File: config.mk
export PLATFORM = sky130hd
export DESIGN_NAME = ps2_mouse_packet_decoder
export DESIGN_NICKNAME = d
export VERILOG_FILES = /design/src/rtl/core/ps2m_pkg.sv /design/src/rtl/core/ps2_mouse_packet_decoder.sv
export SDC_FILE = /design/constraint.sdc
export NUM_CORES = 1
export LEC_CHECK = 0
export BUFFER_PORTS_ARGS = -buffer_cell sky130_fd_sc_hd__buf_2
export CAP_MARGIN = 15
export CELL_PAD_IN_SITES_DETAIL_PLACEMENT = 2
export CELL_PAD_IN_SITES_GLOBAL_PLACEMENT = 2
export CORE_MARGIN = 5
export CORE_UTILIZATION = 40
export DETAILED_ROUTE_END_ITERATION = 8
export GPL_TIMING_DRIVEN = 1
export PLACE_DENSITY_LB_ADDON = 0.1
export SKIP_LAST_GASP = 1
export SYNTH_ARGS = -nofsm -noshare
export SYNTH_HDL_FRONTEND = slang
export SYNTH_SLANG_ARGS = --single-unit
File: constraint.sdc
create_clock -name clk -period 17.8 [get_ports clk]
set_input_delay 3.56 -clock clk [delete_from_list [all_inputs] [get_ports clk]]
set_output_delay 3.56 -clock clk [all_outputs]
set_load 0.03 [all_outputs]
File: src/rtl/core/ps2m_pkg.sv
// ----------------------------------------------------------------------------
// ps2m_pkg
// Constants and helpers for the PS/2 mouse packet decoder: byte flag
// positions, configuration register indexes, reset values and axis clamp.
// ----------------------------------------------------------------------------
package ps2m_pkg;

  // Configuration port
  localparam int CFG_IDX_W  = 2;
  localparam int CFG_DATA_W = 15;

  localparam logic [CFG_IDX_W-1:0] CFG_WHEEL_MODE    = 2'd0;
  localparam logic [CFG_IDX_W-1:0] CFG_SCREEN_WIDTH  = 2'd1;
  localparam logic [CFG_IDX_W-1:0] CFG_SCREEN_HEIGHT = 2'd2;

  // Bit positions in the first (flags) byte of a packet
  localparam int SYNC_BIT  = 3;
  localparam int XSIGN_BIT = 4;
  localparam int YSIGN_BIT = 5;
  localparam int BTN_W     = 3;

  // Byte positions within a packet
  localparam logic [1:0] IDX_FIRST  = 2'd0;
  localparam logic [1:0] IDX_DY     = 2'd2;
  localparam logic [1:0] IDX_WHEEL  = 2'd3;

  // Reset values
  localparam logic [14:0] WIDTH_RST    = 15'd1024;
  localparam logic [14:0] HEIGHT_RST   = 15'd768;
  localparam logic [31:0] CURSOR_X_RST = 32'd512;
  localparam logic [31:0] CURSOR_Y_RST = 32'd384;

  // Clamp a 32-bit two's complement coordinate into [0, limit-1]
  function automatic logic [31:0] clamp_axis(input logic [31:0] v,
                                             input logic [14:0] limit);
    logic [31:0] lim32;
    lim32 = {17'd0, limit};
    if (v[31]) begin
      clamp_axis = 32'd0;
    end else if (v >= lim32) begin
      clamp_axis = lim32 - 32'd1;
    end else begin
      clamp_axis = v;
    end
  endfunction

endpackage

File: src/rtl/core/ps2_mouse_packet_decoder.sv
// ----------------------------------------------------------------------------
// ps2_mouse_packet_decoder
// Frames PS/2 mouse bytes into 3- or 4-byte packets, tracks a clamped
// cursor and button state, and emits one event item per changed packet.
// ----------------------------------------------------------------------------
// An event is registered and presented the cycle after its last byte is taken.
// Throughput: one byte per cycle; the single output register stalls input
//   only while a pending event is not being taken.
// Reset (rst_n low, synchronous): byte framing restarts, cursor goes to
//   (512, 384), buttons and drop count clear, registers take their defaults.
module ps2_mouse_packet_decoder (
  input  logic                                clk,
  input  logic                                rst_n,
  // configuration write port
  input  logic                                cfg_we,
  input  logic [ps2m_pkg::CFG_IDX_W-1:0]      cfg_index,
  input  logic [ps2m_pkg::CFG_DATA_W-1:0]     cfg_wdata,
  // byte input
  input  logic                                in_valid,
  output logic                                in_ready,
  input  logic [7:0]                          in_data_byte,
  // event output
  output logic                                out_valid,
  input  logic                                out_ready,
  output logic signed [8:0]                   out_delta_x,
  output logic signed [9:0]                   out_delta_y,
  output logic signed [15:0]                  out_pos_x,
  output logic signed [15:0]                  out_pos_y,
  output logic signed [3:0]                   out_wheel_delta,
  output logic [2:0]                          out_button_bits,
  output logic [2:0]                          out_pressed_bits,
  output logic [2:0]                          out_released_bits,
  output logic [31:0]                         out_sync_drops
);
  import ps2m_pkg::*;

  // Configuration registers
  logic        wheel_mode_r;
  logic [14:0] width_r;
  logic [14:0] height_r;

  // Decoder state
  logic [1:0]       byte_index_r, byte_index_nxt;
  logic [7:0]       pkt0_r, pkt1_r, pkt2_r;
  logic [31:0]      cursor_x_r, cursor_x_nxt;
  logic [31:0]      cursor_y_r, cursor_y_nxt;
  logic [BTN_W-1:0] button_r;
  logic [31:0]      drop_count_r;

  // Output register
  logic              out_valid_r;
  logic signed [8:0] delta_x_r;
  logic signed [9:0] delta_y_r;
  logic [15:0]       pos_x_r, pos_y_r;
  logic [3:0]        wheel_r;
  logic [BTN_W-1:0]  btn_out_r, pressed_r, released_r;
  logic [31:0]       drops_r;

  // Per-byte decode
  logic             in_fire;
  logic [1:0]       last_idx;
  logic             is_drop;
  logic             pkt_end;
  logic [7:0]       dy_byte;
  logic [8:0]       dx9, dy9;
  logic [31:0]      dx32, dy32, sum_x, sum_y;
  logic [3:0]       wheel;
  logic [BTN_W-1:0] new_btn;
  logic             clamp_en;
  logic             has_result;

  assign in_ready = !out_valid_r || out_ready;
  assign in_fire  = in_valid && in_ready;

  // Configuration writes; unused index is ignored
  always_ff @(posedge clk) begin
    if (!rst_n) begin
      wheel_mode_r <= 1'b0;
      width_r      <= WIDTH_RST;
      height_r     <= HEIGHT_RST;
    end else if (cfg_we) begin
      unique case (cfg_index)
        CFG_WHEEL_MODE:    wheel_mode_r <= cfg_wdata[0];
        CFG_SCREEN_WIDTH:  width_r      <= cfg_wdata;
        CFG_SCREEN_HEIGHT: height_r     <= cfg_wdata;
        default: ;
      endcase
    end
  end

  // Framing and packet arithmetic
  always_comb begin
    last_idx = wheel_mode_r ? IDX_WHEEL : IDX_DY;
    is_drop  = (byte_index_r == IDX_FIRST) && !in_data_byte[SYNC_BIT];
    pkt_end  = !is_drop && (byte_index_r >= last_idx);

    // dy byte comes straight from the input on a 3-byte packet end
    dy_byte = (byte_index_r == IDX_DY) ? in_data_byte : pkt2_r;
    dx9     = {pkt0_r[XSIGN_BIT], pkt1_r};
    dy9     = {pkt0_r[YSIGN_BIT], dy_byte};
    dx32    = {{23{dx9[8]}}, dx9};
    dy32    = {{23{dy9[8]}}, dy9};
    wheel   = (wheel_mode_r && (byte_index_r == IDX_WHEEL)) ? in_data_byte[3:0] : 4'd0;
    new_btn = pkt0_r[BTN_W-1:0];

    sum_x    = cursor_x_r + dx32;
    sum_y    = cursor_y_r - dy32;
    clamp_en = (width_r != 15'd0) && (height_r != 15'd0);
    cursor_x_nxt = clamp_en ? clamp_axis(sum_x, width_r)  : sum_x;
    cursor_y_nxt = clamp_en ? clamp_axis(sum_y, height_r) : sum_y;

    has_result = pkt_end && ((dx9 != 9'd0) || (dy9 != 9'd0) || (wheel != 4'd0) ||
                             (button_r != new_btn));

    if (is_drop || pkt_end) begin
      byte_index_nxt = IDX_FIRST;
    end else begin
      byte_index_nxt = byte_index_r + 2'd1;
    end
  end

  // Control state
  always_ff @(posedge clk) begin
    if (!rst_n) begin
      byte_index_r <= IDX_FIRST;
      cursor_x_r   <= CURSOR_X_RST;
      cursor_y_r   <= CURSOR_Y_RST;
      button_r     <= '0;
      drop_count_r <= '0;
    end else if (in_fire) begin
      byte_index_r <= byte_index_nxt;
      if (is_drop) begin
        drop_count_r <= drop_count_r + 32'd1;
      end
      if (pkt_end) begin
        cursor_x_r <= cursor_x_nxt;
        cursor_y_r <= cursor_y_nxt;
        button_r   <= new_btn;
      end
    end
  end

  // Packet byte buffer (no reset: read only after written)
  always_ff @(posedge clk) begin
    if (in_fire && !is_drop && !pkt_end) begin
      case (byte_index_r)
        2'd0:    pkt0_r <= in_data_byte;
        2'd1:    pkt1_r <= in_data_byte;
        default: pkt2_r <= in_data_byte;
      endcase
    end
  end

  // Output register valid
  always_ff @(posedge clk) begin
    if (!rst_n) begin
      out_valid_r <= 1'b0;
    end else if (in_fire && has_result) begin
      out_valid_r <= 1'b1;
    end else if (out_ready) begin
      out_valid_r <= 1'b0;
    end
  end

  // Output register payload
  always_ff @(posedge clk) begin
    if (in_fire && has_result) begin
      delta_x_r  <= dx9;
      delta_y_r  <= 10'd0 - {dy9[8], dy9};
      pos_x_r    <= cursor_x_nxt[15:0];
      pos_y_r    <= cursor_y_nxt[15:0];
      wheel_r    <= wheel;
      btn_out_r  <= new_btn;
      pressed_r  <= ~button_r & new_btn;
      released_r <= button_r & ~new_btn;
      drops_r    <= drop_count_r;
    end
  end

  assign out_valid         = out_valid_r;
  assign out_delta_x       = delta_x_r;
  assign out_delta_y       = delta_y_r;
  assign out_pos_x         = pos_x_r;
  assign out_pos_y         = pos_y_r;
  assign out_wheel_delta   = wheel_r;
  assign out_button_bits   = btn_out_r;
  assign out_pressed_bits  = pressed_r;
  assign out_released_bits = released_r;
  assign out_sync_drops    = drops_r;

  // Assertions
  a_clamp_x: assert property (@(posedge clk) disable iff (!rst_n)
    in_fire && pkt_end && clamp_en |=>
      !cursor_x_r[31] && (cursor_x_r < {17'd0, width_r}))
    else $error("cursor x outside clamp range");

  a_clamp_y: assert property (@(posedge clk) disable iff (!rst_n)
    in_fire && pkt_end && clamp_en |=>
      !cursor_y_r[31] && (cursor_y_r < {17'd0, height_r}))
    else $error("cursor y outside clamp range");

  a_drop_count: assert property (@(posedge clk) disable iff (!rst_n)
    in_fire && is_drop |=> (drop_count_r == $past(drop_count_r) + 32'd1) &&
      (byte_index_r == IDX_FIRST))
    else $error("dropped byte not counted");

  a_btn_edges: assert property (@(posedge clk) disable iff (!rst_n)
    out_valid_r |-> ((pressed_r & released_r) == '0) &&
      ((pressed_r & ~btn_out_r) == '0) && ((released_r & btn_out_r) == '0))
    else $error("button edge bits inconsistent");

endmodule

==> results.toml <==
[setup_path]
ff2ff_path_depth = 23
timing.rr.start = "byte_index_r[0]"
r2r_slack_ns = 10.39
arrival_ns = 9.67
cp-startpoint = "in_data_byte[1]"
critical_path_required_ns = 18.28
cp_max_fo = 19
crit_path_end = "cursor_y_r[4]"
path_class = "in -> reg"
crit_path_start_kind = "input port"
crit_path_end_kind = "register"
regToRegEndpoint = "cursor_y_r[4]"

[power_and_ir_drop]
p_total_mw = 1.43
powerDensity_nw_per_um2 = 82.5
vdd_drop_max_uv = 74.2
leakage_nw = 6.82

[global_routing]
grt_max_degree = 61
grt_pass1_vias = 14900
track_usage = 0.255
grt_pass1_wl_um = 85500
grt_overflow = 0
antenna_found_initial = 4

[synth]
synth_area_um2 = 15300
synth_flop_cell = "dfxtp_1"
synth_edf_count = 117
synth_nets = 1813
synthArstFlopShare = 0
syn_avg_cell_area_um2 = 9.11
synth_top_cell_area_share = 0.229
yosys_warnings = 0
synth_cell_types = 89
seq_area_frac_synth = 0.403
synth_top_cell_by_area = "edfxtp_1"
synth_cells = 1681
synth.top_cells.by_area = "edfxtp_1 (23%), dfxtp_1 (17%), ha_1 (8.3%)"
synth_seq_cells = 250

[clock_network]
root_buffer = "clkbuf_16"
ctsHoldBuffers = 0
clk_path_buf_depth = 3
htreeDepth = 1
cts.sinks = 250
path_clk_slew_ns = 0.06
postCtsSetupBuffers = 0
cts_buffers = 29
ctsResizeCount = 0
cts_tree = "built"
worstSkewPairLatency_ns = 0.59

[drt]
ant_nets = 0
wirelength_um = 55200
met3_length_um = 2200
viasPerCell = 5.94
wl_per_cell_um = 23.9
drc_errors = 0
wl_met2_um = 26800
vias = 13700
wl_met1_um = 24700
drt_iter0_drc = 586
first_pass_iters = 5
highest_layer = "met5"

[sta]
period_minus_slack_ns = 9.19
rsz0062_at_grt = "false"
report.final.hold_viol_count = 0
tightestPinTransition_ns = 1.19
fmax_ghz = 0.109
finalSetupViolCount = 0
fin_tns_setup_ns = 0
finalCritPeriodShare = 0.516
fin_ws_ns = 8.61
drv_slew = 0
finalClockSkew_ns = 0.0117
relSlewSlack = 0.197

[place]
place_area_um2 = 16400
portBuffers = 127
hpwl_um = 40200
pre_cts_ws_ns = 8.09
gp_congestion = 0.866

[floorplanning]
dieArea_um2 = 42300
core_area_um2 = 37800
dieWidth_um = 206
io_pins = 128
initial_core_util = 0.406
die_height_um = 206
rows = 71

[finish]
fill_cells = 4085
fin_util = 0.460
fin_area_um2 = 17400
area_growth_pct = 13.4
layout_commonest_cell = "nand2_1"
layout-drive-gt1-share = 0.140
fin_nets = 1902
mostFrequentLayoutCells = "nand2_1 (201), a21oi_1 (139), dfxtp_1 (133), buf_2 (127), edfxtp_1 (117)"

[hold_path]
worst_hold_path_type = "reg -> reg"

[run]
cap_violations = 0

[status]
status = "finished clean"
[sequential cells by signal, summed over array words and instances, names as in the netlist, 9 cells and up]
register	count
drop_count_r	32
out_delta_x	9
out_pos_y	16
out_sync_drops	32
cursor_y_r	32
width_r	15
height_r	15
out_delta_y	10
cursor_x_r	32
out_pos_x	16
[metrics by stage]
stage	hold WS [ns]	cells
2_1_floorplan	0.417	1681
3_3_place_gp	0.437	2249
3_5_place_dp	0.443	2249
4_1_cts	0.460	2303
5_1_grt	0.483	2306
6_report	0.454	2306
[cell type report]
cell class	count	area [um2]	share of cell area
inverters	78	294	0.0169
flip-flops and latches	250	6180	0.356
repair buffers	142	748	0.0431
multi-input cells	1269	8510	0.490
clock inverters	14	144	0.00829
clock buffers	40	838	0.0483
diodes	2	5.00	0.000288
well taps	511	639	0.0368
[worst max-delay path: stages]
cell and delay, ns:
buf_2 0.14, mux2i_2 0.47, xor2_1 0.15, ha_1 0.26, or2_2 0.29, a221oi_1 0.48, nor4_4 0.11, a21o_1 0.27
maj3_1 0.37, maj3_1 0.37, xor2_1 0.19, ha_1 0.22, a21oi_1 0.16, nor2b_1 0.09, nor3_1 0.23, o211a_1 0.21
nor3_1 0.08, a2111oi_0 0.35, and3_1 0.44, a31o_2 0.62, mux2_2 0.42, o21ba_2 0.19
[worst min-delay path by stage]
stage / from / endpoint / slack, ns / cells past startpoint
6_report: drop_count_r[31] / out_sync_drops[31] / 0.45 / 0
5_1_grt: drop_count_r[31] / out_sync_drops[31] / 0.48 / 0
4_1_cts: drop_count_r[31] / out_sync_drops[31] / 0.46 / 0
3_5_place_dp: drop_count_r[31] / out_sync_drops[31] / 0.44 / 0
3_3_place_gp: drop_count_r[31] / out_sync_drops[31] / 0.44 / 0
2_1_floorplan: drop_count_r[31] / out_sync_drops[31] / 0.42 / 0
[synth_stat cells, types with 6 or more instances]
master	n
a21o_1	38
a211oi_1	14
nor3_1	32
nor2b_1	9
and3_1	35
nand2b_1	12
xor2_1	42
dfxtp_1	133
a211o_1	6
and4_1	6
a22oi_1	7
clkbuf_1	73
a221oi_1	16
a21oi_1	140
o21ba_2	11
o211ai_1	15
edfxtp_1	117
o311ai_0	6
a311oi_1	8
a2111oi_0	10
a21boi_0	6
o31ai_1	10
xnor2_1	65
o21ai_0	77
o21a_1	17
nor2_1	103
ha_1	101
inv_1	77
nand3_1	39
or2_2	9
nor4_1	15
a221oi_2	7
nand4_1	35
nand2_1	201
or3_1	18
mux2i_1	15
and2_1	11
o21bai_1	13
a31o_2	8
a31oi_1	30
[kinds of logic after synthesis]
| group | share of synthesized area |
|---|---|
| AOI/OAI and AO/OA | 0.219 |
| buffers and inverters | 0.0418 |
| DFF | 0.403 |
| adders and majority gates | 0.0873 |
| xor gates and xnor gates | 0.0612 |
| and+or+nand+nor | 0.173 |
| muxes | 0.0147 |
[power breakdown]
group          leakage [nW]  switching, mW  internal [mW]  total [mW]
clock network         0.494          0.265          0.360       0.625
registers              2.14        0.00767          0.610       0.618
logic                  4.18          0.126         0.0635       0.189
[per-layer routing]
metal,track usage,vias up
li1,-,6407
met1,0.332,6955
met2,0.440,247
met3,0.0432,82
met4,0.0629,4
met5,0,-
(Power assumes the default switching activity.)
